## src/rtl/slcfd_pkg.sv

```systemverilog
package slcfd_pkg;

  // Configuration register indexes
  localparam logic [1:0] REG_SYNC_VALUE = 2'd0;
  localparam logic [1:0] REG_MIN_LENGTH = 2'd1;
  localparam logic [1:0] REG_MAX_LENGTH = 2'd2;

  // Register reset values
  localparam logic [7:0] SYNC_RESET = 8'hC8;
  localparam logic [5:0] MIN_RESET  = 6'd2;
  localparam logic [5:0] MAX_RESET  = 6'd62;

  // Framing constants
  localparam logic [7:0] CRC_POLY     = 8'hD5;
  localparam logic [7:0] LEN_OVERHEAD = 8'd2;
  localparam logic [7:0] LEN_CEILING  = 8'd62;

  // One validated frame waiting to be drained from its payload bank
  typedef struct packed {
    logic       bank;
    logic [7:0] frame_type;
    logic [5:0] plen;
  } desc_t;

endpackage

```

## src/rtl/slcfd_ram.sv

```systemverilog
module slcfd_ram #(
  parameter int WIDTH = 8,
  parameter int DEPTH = 128
) (
  input  logic                     clk_i,
  input  logic                     we_i,
  input  logic [$clog2(DEPTH)-1:0] waddr_i,
  input  logic [WIDTH-1:0]         wdata_i,
  input  logic                     re_i,
  input  logic [$clog2(DEPTH)-1:0] raddr_i,
  output logic [WIDTH-1:0]         rdata_o
);

  logic [WIDTH-1:0] mem_q [DEPTH];
  logic [WIDTH-1:0] rdata_q;

  // Write port and registered read port
  always_ff @(posedge clk_i) begin
    if (we_i) begin
      mem_q[waddr_i] <= wdata_i;
    end
    if (re_i) begin
      rdata_q <= mem_q[raddr_i];
    end
  end

  assign rdata_o = rdata_q;

endmodule

```

## src/rtl/slcfd_front.sv

```systemverilog
module slcfd_front #(
  parameter int PAYLOAD_DEPTH = 64,
  parameter int IDX_W         = 6
) (
  input  logic                 clk_i,
  input  logic                 rst_ni,
  input  logic                 cfg_we_i,
  input  logic [1:0]           cfg_idx_i,
  input  logic [7:0]           cfg_data_i,
  input  logic                 in_valid_i,
  input  logic [7:0]           rx_byte_i,
  output logic                 ram_we_o,
  output logic [IDX_W:0]       ram_waddr_o,
  output logic [7:0]           ram_wdata_o,
  output logic                 desc_push_o,
  output slcfd_pkg::desc_t     desc_o
);

  typedef enum logic [3:0] {
    F_HUNT = 4'b0001,
    F_LEN  = 4'b0010,
    F_TYPE = 4'b0100,
    F_BODY = 4'b1000
  } front_state_e;

  front_state_e state_q, state_d;
  logic [7:0] sync_q;
  logic [5:0] min_q, max_q;
  logic [5:0] flen_q, flen_d;
  logic [5:0] rcv_q, rcv_d;
  logic [7:0] crc_q, crc_d;
  logic [7:0] type_q, type_d;
  logic       bank_q, bank_d;
  logic [5:0] plen;
  logic       len_ok;

  // Advance the CRC-8 by one byte, MSB first
  function automatic logic [7:0] crc8_byte(logic [7:0] crc, logic [7:0] data);
    logic [7:0] c;
    c = crc ^ data;
    for (int b = 0; b < 8; b++) begin
      c = c[7] ? ({c[6:0], 1'b0} ^ slcfd_pkg::CRC_POLY) : {c[6:0], 1'b0};
    end
    return c;
  endfunction

  // Check the length byte against the fixed and configured bounds
  always_comb begin
    len_ok = (rx_byte_i >= slcfd_pkg::LEN_OVERHEAD) &&
             (rx_byte_i >= {2'b00, min_q}) &&
             (rx_byte_i <= {2'b00, max_q}) &&
             (rx_byte_i <= slcfd_pkg::LEN_CEILING) &&
             (32'(rx_byte_i) <= 32'(PAYLOAD_DEPTH) + 32'd2);
  end

  assign plen = flen_q - 6'd2;

  // Parse sync, length, type, payload and CRC
  always_comb begin
    state_d     = state_q;
    flen_d      = flen_q;
    rcv_d       = rcv_q;
    crc_d       = crc_q;
    type_d      = type_q;
    bank_d      = bank_q;
    ram_we_o    = 1'b0;
    desc_push_o = 1'b0;
    if (in_valid_i) begin
      case (state_q)
        F_HUNT: begin
          if (rx_byte_i == sync_q) begin
            state_d = F_LEN;
          end
        end
        F_LEN: begin
          if (len_ok) begin
            flen_d  = rx_byte_i[5:0];
            state_d = F_TYPE;
          end else begin
            state_d = F_HUNT;
          end
        end
        F_TYPE: begin
          type_d  = rx_byte_i;
          crc_d   = crc8_byte(8'h00, rx_byte_i);
          rcv_d   = 6'd0;
          state_d = F_BODY;
        end
        F_BODY: begin
          if (rcv_q < plen) begin
            ram_we_o = 1'b1;
            crc_d    = crc8_byte(crc_q, rx_byte_i);
            rcv_d    = rcv_q + 6'd1;
          end else begin
            state_d = F_HUNT;
            if (rx_byte_i == crc_q) begin
              desc_push_o = 1'b1;
              bank_d      = ~bank_q;
            end
          end
        end
        default: state_d = F_HUNT;
      endcase
    end
  end

  assign ram_waddr_o       = {bank_q, IDX_W'(rcv_q)};
  assign ram_wdata_o       = rx_byte_i;
  assign desc_o.bank       = bank_q;
  assign desc_o.frame_type = type_q;
  assign desc_o.plen       = plen;

  // Hold configuration and control state
  always_ff @(posedge clk_i or negedge rst_ni) begin
    if (!rst_ni) begin
      state_q <= F_HUNT;
      sync_q  <= slcfd_pkg::SYNC_RESET;
      min_q   <= slcfd_pkg::MIN_RESET;
      max_q   <= slcfd_pkg::MAX_RESET;
      flen_q  <= 6'd0;
      rcv_q   <= 6'd0;
      crc_q   <= 8'h00;
      type_q  <= 8'h00;
      bank_q  <= 1'b0;
    end else begin
      state_q <= state_d;
      flen_q  <= flen_d;
      rcv_q   <= rcv_d;
      crc_q   <= crc_d;
      type_q  <= type_d;
      bank_q  <= bank_d;
      if (cfg_we_i) begin
        case (cfg_idx_i)
          slcfd_pkg::REG_SYNC_VALUE: sync_q <= cfg_data_i;
          slcfd_pkg::REG_MIN_LENGTH: min_q  <= cfg_data_i[5:0];
          slcfd_pkg::REG_MAX_LENGTH: max_q  <= cfg_data_i[5:0];
          default: ;
        endcase
      end
    end
  end

endmodule

```

## src/rtl/slcfd_desc_fifo.sv

```systemverilog
module slcfd_desc_fifo (
  input  logic             clk_i,
  input  logic             rst_ni,
  input  logic             push_i,
  input  slcfd_pkg::desc_t desc_i,
  input  logic             pop_i,
  output logic             valid_o,
  output slcfd_pkg::desc_t desc_o,
  output logic [1:0]       count_o
);

  slcfd_pkg::desc_t entry_q [2];
  logic       wr_ptr_q, rd_ptr_q;
  logic [1:0] count_q;

  // Store descriptors
  always_ff @(posedge clk_i) begin
    if (push_i) begin
      entry_q[wr_ptr_q] <= desc_i;
    end
  end

  // Advance pointers and occupancy
  always_ff @(posedge clk_i or negedge rst_ni) begin
    if (!rst_ni) begin
      wr_ptr_q <= 1'b0;
      rd_ptr_q <= 1'b0;
      count_q  <= 2'd0;
    end else begin
      if (push_i) begin
        wr_ptr_q <= ~wr_ptr_q;
      end
      if (pop_i) begin
        rd_ptr_q <= ~rd_ptr_q;
      end
      count_q <= count_q + {1'b0, push_i} - {1'b0, pop_i};
    end
  end

  assign valid_o = (count_q != 2'd0);
  assign desc_o  = entry_q[rd_ptr_q];
  assign count_o = count_q;

endmodule

```

## src/rtl/slcfd_back.sv

```systemverilog
module slcfd_back #(
  parameter int IDX_W = 6
) (
  input  logic             clk_i,
  input  logic             rst_ni,
  input  logic             desc_valid_i,
  input  slcfd_pkg::desc_t desc_i,
  output logic             desc_pop_o,
  output logic             ram_re_o,
  output logic [IDX_W:0]   ram_raddr_o,
  input  logic [7:0]       ram_rdata_i,
  output logic             busy_o,
  output logic             empty,
  input  logic             pop,
  output logic [7:0]       frame_type_o,
  output logic [7:0]       data_byte_o,
  output logic [5:0]       byte_index_o,
  output logic             has_data_o,
  output logic             last_o
);

  typedef enum logic [2:0] {
    B_IDLE = 3'b001,
    B_READ = 3'b010,
    B_LOAD = 3'b100
  } back_state_e;

  back_state_e      state_q, state_d;
  slcfd_pkg::desc_t cur_q, cur_d;
  logic [5:0]       idx_q, idx_d;
  logic             out_valid_q, out_valid_d;
  logic             load;
  logic             run_has_data;
  logic             run_last;
  logic [7:0]       type_q;
  logic [7:0]       data_q;
  logic [5:0]       index_q;
  logic             has_data_q;
  logic             last_q;

  assign run_has_data = (cur_q.plen != 6'd0);
  assign run_last     = !run_has_data || (idx_q == cur_q.plen - 6'd1);

  // Walk the payload of one frame, one result at a time
  always_comb begin
    state_d     = state_q;
    cur_d       = cur_q;
    idx_d       = idx_q;
    desc_pop_o  = 1'b0;
    ram_re_o    = 1'b0;
    load        = 1'b0;
    case (state_q)
      B_IDLE: begin
        if (desc_valid_i) begin
          desc_pop_o = 1'b1;
          cur_d      = desc_i;
          idx_d      = 6'd0;
          state_d    = (desc_i.plen == 6'd0) ? B_LOAD : B_READ;
        end
      end
      B_READ: begin
        ram_re_o = 1'b1;
        state_d  = B_LOAD;
      end
      B_LOAD: begin
        if (!out_valid_q || pop) begin
          load = 1'b1;
          if (run_last) begin
            state_d = B_IDLE;
          end else begin
            idx_d   = idx_q + 6'd1;
            state_d = B_READ;
          end
        end
      end
      default: state_d = B_IDLE;
    endcase
  end

  assign ram_raddr_o = {cur_q.bank, IDX_W'(idx_q)};
  assign busy_o      = (state_q != B_IDLE);

  // Output register: load a new result or drop the popped one
  always_comb begin
    out_valid_d = out_valid_q;
    if (load) begin
      out_valid_d = 1'b1;
    end else if (pop) begin
      out_valid_d = 1'b0;
    end
  end

  always_ff @(posedge clk_i or negedge rst_ni) begin
    if (!rst_ni) begin
      state_q     <= B_IDLE;
      idx_q       <= 6'd0;
      out_valid_q <= 1'b0;
    end else begin
      state_q     <= state_d;
      idx_q       <= idx_d;
      out_valid_q <= out_valid_d;
    end
  end

  // Hold the current descriptor and the result payload
  always_ff @(posedge clk_i) begin
    cur_q <= cur_d;
    if (load) begin
      type_q     <= cur_q.frame_type;
      data_q     <= run_has_data ? ram_rdata_i : 8'h00;
      index_q    <= run_has_data ? idx_q : 6'd0;
      has_data_q <= run_has_data;
      last_q     <= run_last;
    end
  end

  assign empty        = !out_valid_q;
  assign frame_type_o = type_q;
  assign data_byte_o  = data_q;
  assign byte_index_o = index_q;
  assign has_data_o   = has_data_q;
  assign last_o       = last_q;

endmodule

```

## src/rtl/sync_length_crc8_frame_deframer_top.sv

```systemverilog
// Sync / length / CRC-8 frame deframer.
// Input channel: one received byte per transaction on rx_byte_i, taken at a
// clock edge with push high and full low. The parser hunts for the sync
// byte, checks the length byte against min/max bounds, then collects the
// type byte, the payload and a CRC-8 (poly 0xD5) byte.
// Result channel: while empty is low the oldest result sits on the output
// ports; pop takes it. A good frame yields one result per payload byte with
// last on the final one, or a single result with has_data low when the
// payload is empty. Frames with a bad CRC are dropped without results.
// Throughput: one input byte per cycle while the parser is not stalled.
// The drain engine takes each result through a registered RAM read, then
// an output load that waits for room, and only then reads the next byte.
// Two payload banks let the parser collect the next frame while the
// previous one drains; full rises only while both banks hold frames not
// yet drained.
// Reset returns to sync hunting with default registers (sync 0xC8, length
// 2..62) and an empty result queue; no clearing pass is needed.
// A stalled receiver holds the current result and, once both banks fill,
// backs the stall up to the input through full.
module sync_length_crc8_frame_deframer_top #(
  parameter int PAYLOAD_DEPTH = 64
) (
  input  logic       clk_i,
  input  logic       rst_ni,
  input  logic       cfg_we_i,
  input  logic [1:0] cfg_idx_i,
  input  logic [7:0] cfg_data_i,
  input  logic       push,
  output logic       full,
  input  logic [7:0] rx_byte_i,
  output logic       empty,
  input  logic       pop,
  output logic [7:0] frame_type_o,
  output logic [7:0] data_byte_o,
  output logic [5:0] byte_index_o,
  output logic       has_data_o,
  output logic       last_o
);

  localparam int IDX_W = $clog2(PAYLOAD_DEPTH);

  logic             in_valid;
  logic             ram_we;
  logic [IDX_W:0]   ram_waddr;
  logic [7:0]       ram_wdata;
  logic             ram_re;
  logic [IDX_W:0]   ram_raddr;
  logic [7:0]       ram_rdata;
  logic             desc_push;
  slcfd_pkg::desc_t desc_in;
  logic             desc_pop;
  logic             desc_valid;
  slcfd_pkg::desc_t desc_out;
  logic [1:0]       desc_count;
  logic             back_busy;

  // Stall input while both payload banks hold undrained frames
  assign full     = ({1'b0, desc_count} + {2'b00, back_busy}) >= 3'd2;
  assign in_valid = push && !full;

  slcfd_front #(
    .PAYLOAD_DEPTH(PAYLOAD_DEPTH),
    .IDX_W        (IDX_W)
  ) u_front (
    .clk_i      (clk_i),
    .rst_ni     (rst_ni),
    .cfg_we_i   (cfg_we_i),
    .cfg_idx_i  (cfg_idx_i),
    .cfg_data_i (cfg_data_i),
    .in_valid_i (in_valid),
    .rx_byte_i  (rx_byte_i),
    .ram_we_o   (ram_we),
    .ram_waddr_o(ram_waddr),
    .ram_wdata_o(ram_wdata),
    .desc_push_o(desc_push),
    .desc_o     (desc_in)
  );

  slcfd_ram #(
    .WIDTH(8),
    .DEPTH(2 ** (IDX_W + 1))
  ) u_ram (
    .clk_i  (clk_i),
    .we_i   (ram_we),
    .waddr_i(ram_waddr),
    .wdata_i(ram_wdata),
    .re_i   (ram_re),
    .raddr_i(ram_raddr),
    .rdata_o(ram_rdata)
  );

  slcfd_desc_fifo u_desc_fifo (
    .clk_i  (clk_i),
    .rst_ni (rst_ni),
    .push_i (desc_push),
    .desc_i (desc_in),
    .pop_i  (desc_pop),
    .valid_o(desc_valid),
    .desc_o (desc_out),
    .count_o(desc_count)
  );

  slcfd_back #(
    .IDX_W(IDX_W)
  ) u_back (
    .clk_i       (clk_i),
    .rst_ni      (rst_ni),
    .desc_valid_i(desc_valid),
    .desc_i      (desc_out),
    .desc_pop_o  (desc_pop),
    .ram_re_o    (ram_re),
    .ram_raddr_o (ram_raddr),
    .ram_rdata_i (ram_rdata),
    .busy_o      (back_busy),
    .empty       (empty),
    .pop         (pop),
    .frame_type_o(frame_type_o),
    .data_byte_o (data_byte_o),
    .byte_index_o(byte_index_o),
    .has_data_o  (has_data_o),
    .last_o      (last_o)
  );

endmodule

```

## config.mk

```make
export PLATFORM = sky130hd
export DESIGN_NAME = sync_length_crc8_frame_deframer_top
export DESIGN_NICKNAME = d
export VERILOG_FILES = /design/src/rtl/slcfd_pkg.sv /design/src/rtl/slcfd_ram.sv /design/src/rtl/slcfd_front.sv /design/src/rtl/slcfd_desc_fifo.sv /design/src/rtl/slcfd_back.sv /design/src/rtl/sync_length_crc8_frame_deframer_top.sv
export SDC_FILE = /design/constraint.sdc
export NUM_CORES = 1
export LEC_CHECK = 0
export BUFFER_PORTS_ARGS = -buffer_cell sky130_fd_sc_hd__buf_2
export CORE_UTILIZATION = 45
export DETAILED_ROUTE_END_ITERATION = 16
export PLACE_DENSITY_LB_ADDON = 0.12
export SYNTH_ARGS = -nofsm -noshare
export SYNTH_HDL_FRONTEND = slang
export SYNTH_SLANG_ARGS = --single-unit
```

## constraint.sdc

```tcl
create_clock -name clk_i -period 6.13 [get_ports clk_i]
set_input_delay 1.226 -clock clk_i [delete_from_list [all_inputs] [get_ports clk_i]]
set_output_delay 1.226 -clock clk_i [all_outputs]
set_load 0.1 [all_outputs]
```

==> impl_metrics.env <==
export IMPL_outcome="completed"
export IMPL_start_util_pct=45.53
export IMPL_grt_pass1_vias=22550
export IMPL_cp_max_fo=12
export IMPL_relSlewSlack_pct=6.578
export IMPL_worstRegToRegCells=10
export IMPL_yosys_warnings=0
export IMPL_core_um2=100300
export IMPL_hold_path_end="u_back.frame_type_o[6]"
export IMPL_reg2reg_from="u_front.flen_q[1]"
export IMPL_cts_path_max_buffers=3
export IMPL_p_leak_nw=16.50
export IMPL_tightest_slew_ns=1.389
export IMPL_synth_seq_cells=1168
export IMPL_clkSinkCount=1168
export IMPL_die_w_um=320.5
export IMPL_pwr_density_cell_nw_per_um2=324.7
export IMPL_yosysSeqAreaShare_pct=76.11
export IMPL_ir_worst_vdd_uv=229.1
export IMPL_r2r_end="u_ram.mem_q[13][3]"
export IMPL_drt_iter0_drc=2302
export IMPL_final_antenna_net_count=0
export IMPL_period_needed_ns=4.095
export IMPL_finalSetupViolCount=0
export IMPL_drc=0
export IMPL_period_share_pct=66.80
export IMPL_async_reset_ff_share_pct=5.736
export IMPL_hold_viol_final=0
export IMPL_cts_tree="done"
export IMPL_dieArea_um2=102700
export IMPL_grt_max_degree=99
export IMPL_finalSetupTns_ns=0
export IMPL_grt_ovfl_total=0
export IMPL_syn2layout_area_growth_pct=12.49
export IMPL_ys_flop_type="edfxtp_1"
export IMPL_crit_required_ns=6.44
export IMPL_endpoint_kind="flop"
export IMPL_cp_start_kind="flop"
export IMPL_grt_first_pass_wirelength_um=160300
export IMPL_synth_fp_nets=2302
export IMPL_cts_htree_levels=3
export IMPL_root_buffer="clkbuf_16"
export IMPL_routed_wl_um=109600
export IMPL_skew_ns=0.03031
export IMPL_yosysUniqueCellTypes=56
export IMPL_numCtsBuffers=118
export IMPL_postCtsHoldBufs=0
export IMPL_via_per_inst=5.817
export IMPL_diodes=0
export IMPL_fillers=7929
export IMPL_whs_path_depth=0
export IMPL_hp_start="u_back.cur_q[12]"
export IMPL_critPathKind="flop to flop"
export IMPL_place_congestion=0.8435
export IMPL_nets=2397
export IMPL_clkLatencyLatePin_ns=0.69
export IMPL_rsz0062_at_grt="no"
export IMPL_maxCapViolations=0
export IMPL_hold_ws_ns=0.4181
export IMPL_die_h_um=320.5
export IMPL_ctsResizeCount=0
export IMPL_track_usage_pct=21.70
export IMPL_io_pins=49
export IMPL_syn_cell_area_um2=45660
export IMPL_rows=116
export IMPL_rrSetupSlack_ns=2.04
export IMPL_slew_violations=0
export IMPL_synth_cells=2251
export IMPL_vias=22110
export IMPL_max_freq_mhz=244.2
export IMPL_drive_gt1_share_pct=24.85
export IMPL_post_cts_setup_buffer_count=0
export IMPL_port_buffers=48
export IMPL_synth_edf_count=1101
export IMPL_antenna_found_initial=8
export IMPL_clk_pin_slew_worst_paths_ns=0.06
export IMPL_min_path_type="flop to flop"
export IMPL_hpwl_um=67000
export IMPL_wire_per_inst_um=28.85
export IMPL_drtPass1Iterations=7
export IMPL_avgSynthCellArea_um2=20.29
export IMPL_worstPathArrival_ns=4.41
cell families (layout without fill, tap and decap cells):
| logic type | after synthesis | in the layout | share of synthesized area (%) |
|---|---|---|---|
| AO/OA/AOI/OAI | 187 | 187 | 2.565 |
| XOR/XNOR | 64 | 64 | 1.258 |
| adder cells (fa/ha/maj) | 28 | 28 | 0.7672 |
| buffers and inverters | 157 | 349 | 1.441 |
| flip-flops | 1168 | 1168 | 76.11 |
| multiplexers | 318 | 318 | 14.35 |
| AND/OR/NAND/NOR | 329 | 329 | 3.513 |
metrics by stage:
| step | worst slack [ns] | cells | cell area (um^2) | util, % | power, mW |
|---|---|---|---|---|---|
| after detailed placement | 1.730 | 3583 | 47550 | 47.41 | 9.754 |
| after CTS | 2.042 | 3800 | 51360 | 51.21 | 16.81 |
| after global routing | 1.827 | 3800 | 51370 | 51.22 | 17.19 |
| after floorplan | 2.574 | 2251 | 45660 | - | 9.477 |
| after global placement | 1.820 | 3583 | 47550 | 47.41 | 9.752 |
| final | 2.035 | 3800 | 51370 | 51.22 | 16.68 |
flip-flops by register name, indices dropped and copies added (netlist names), 4 cells and up:
signal / cells
u_front.state_q: 4
u_back.byte_index_o: 6
u_front.crc_q: 8
u_back.frame_type_o: 8
u_desc_fifo.entry_q: 30
u_ram.rdata_o: 8
u_front.flen_q: 6
u_front.max_q: 6
u_front.type_q: 8
u_back.cur_q: 14
u_front.rcv_q: 6
u_ram.mem_q: 1024
u_front.min_q: 6
u_back.idx_q: 6
u_back.data_byte_o: 8
u_front.sync_q: 8
report_power, final:
part           switching [mW]  internal [mW]  total [mW]
Sequential             0.0705           8.81        8.88
Clock                    2.93           4.16        7.09
Combinational           0.423          0.282       0.706
worst max path at each step:
stage	startpoint	endpoint	slack, ns
final	u_front.flen_q[1]	u_ram.mem_q[13][3]	2.04
after global routing	u_front.flen_q[1]	u_ram.mem_q[12][2]	1.83
after CTS	u_front.flen_q[1]	u_ram.mem_q[12][0]	2.04
after detailed placement	rx_byte_i[6]	u_front.flen_q[4]	1.73
after global placement	rx_byte_i[6]	u_front.flen_q[0]	1.82
after floorplan	rx_byte_i[0]	u_front.flen_q[0]	2.57
layer usage:
layer / track usage [%] / up-vias / share of wire (%)
li1: - / 9446 / -
met3: 4.963 / 176 / 7.0
met1: 30.58 / 11730 / 43
met4: 5.922 / 4 / 2.7
met2: 34.10 / 748 / 47
met5: 0 / - / 0.028
synthesized netlist by cell type, types with 15 or more instances:
master / instances / area (um^2)
nand3_1: 16 / 80.08
clkbuf_1: 81 / 304.0
edfxtp_1: 1101 / 33060
inv_1: 35 / 131.4
dfrtp_1: 56 / 1401
nand4_1: 16 / 100.1
buf_2: 28 / 140.1
a21oi_1: 15 / 75.07
o22ai_1: 129 / 807.0
mux2_2: 49 / 551.8
and2_1: 17 / 106.4
xnor2_1: 51 / 446.7
nand2_1: 32 / 120.1
nor2_1: 163 / 611.8
ha_1: 28 / 350.3
nor4_1: 35 / 219.0
mux4_2: 264 / 5946
cell usage in the layout, fill, tap and decap left out, types with 16 or more instances in the layout:
cell	count
edfxtp_1	1101
mux4_2	264
nor2_1	162
o22ai_1	129
clkbuf_16	119
buf_4	54
dfrtp_1	53
xnor2_1	51
mux2_2	49
buf_2	39
inv_1	35
nand2_1	32
nor4_1	31
ha_1	28
clkbuf_1	26
clkinv_1	24
clkinv_2	22
and2_1	17
nand4_1	16
nand3_1	16
layout make-up:
class	instances	area, um^2	share of cell area (%)
clock inverters	62	593.1	1.155
repair buffers	97	680.7	1.325
multi-input cells	926	10290	20.03
flip-flops and latches	1168	34760	67.68
well taps	1357	1698	3.305
clock buffers	155	3213	6.255
inverters	35	131.4	0.2558
worst max-delay path, stage by stage (launching register included):
cell	delay, ns
dfrtp_1	0.40
inv_1	0.10
ha_1	0.18
nor3b_1	0.24
xnor2_1	0.19
ha_1	0.29
nand4_1	0.18
and3_1	0.38
nand4_1	0.58
buf_4	0.49
nor2_1	0.68
Power figures use the tool's default switching activity.
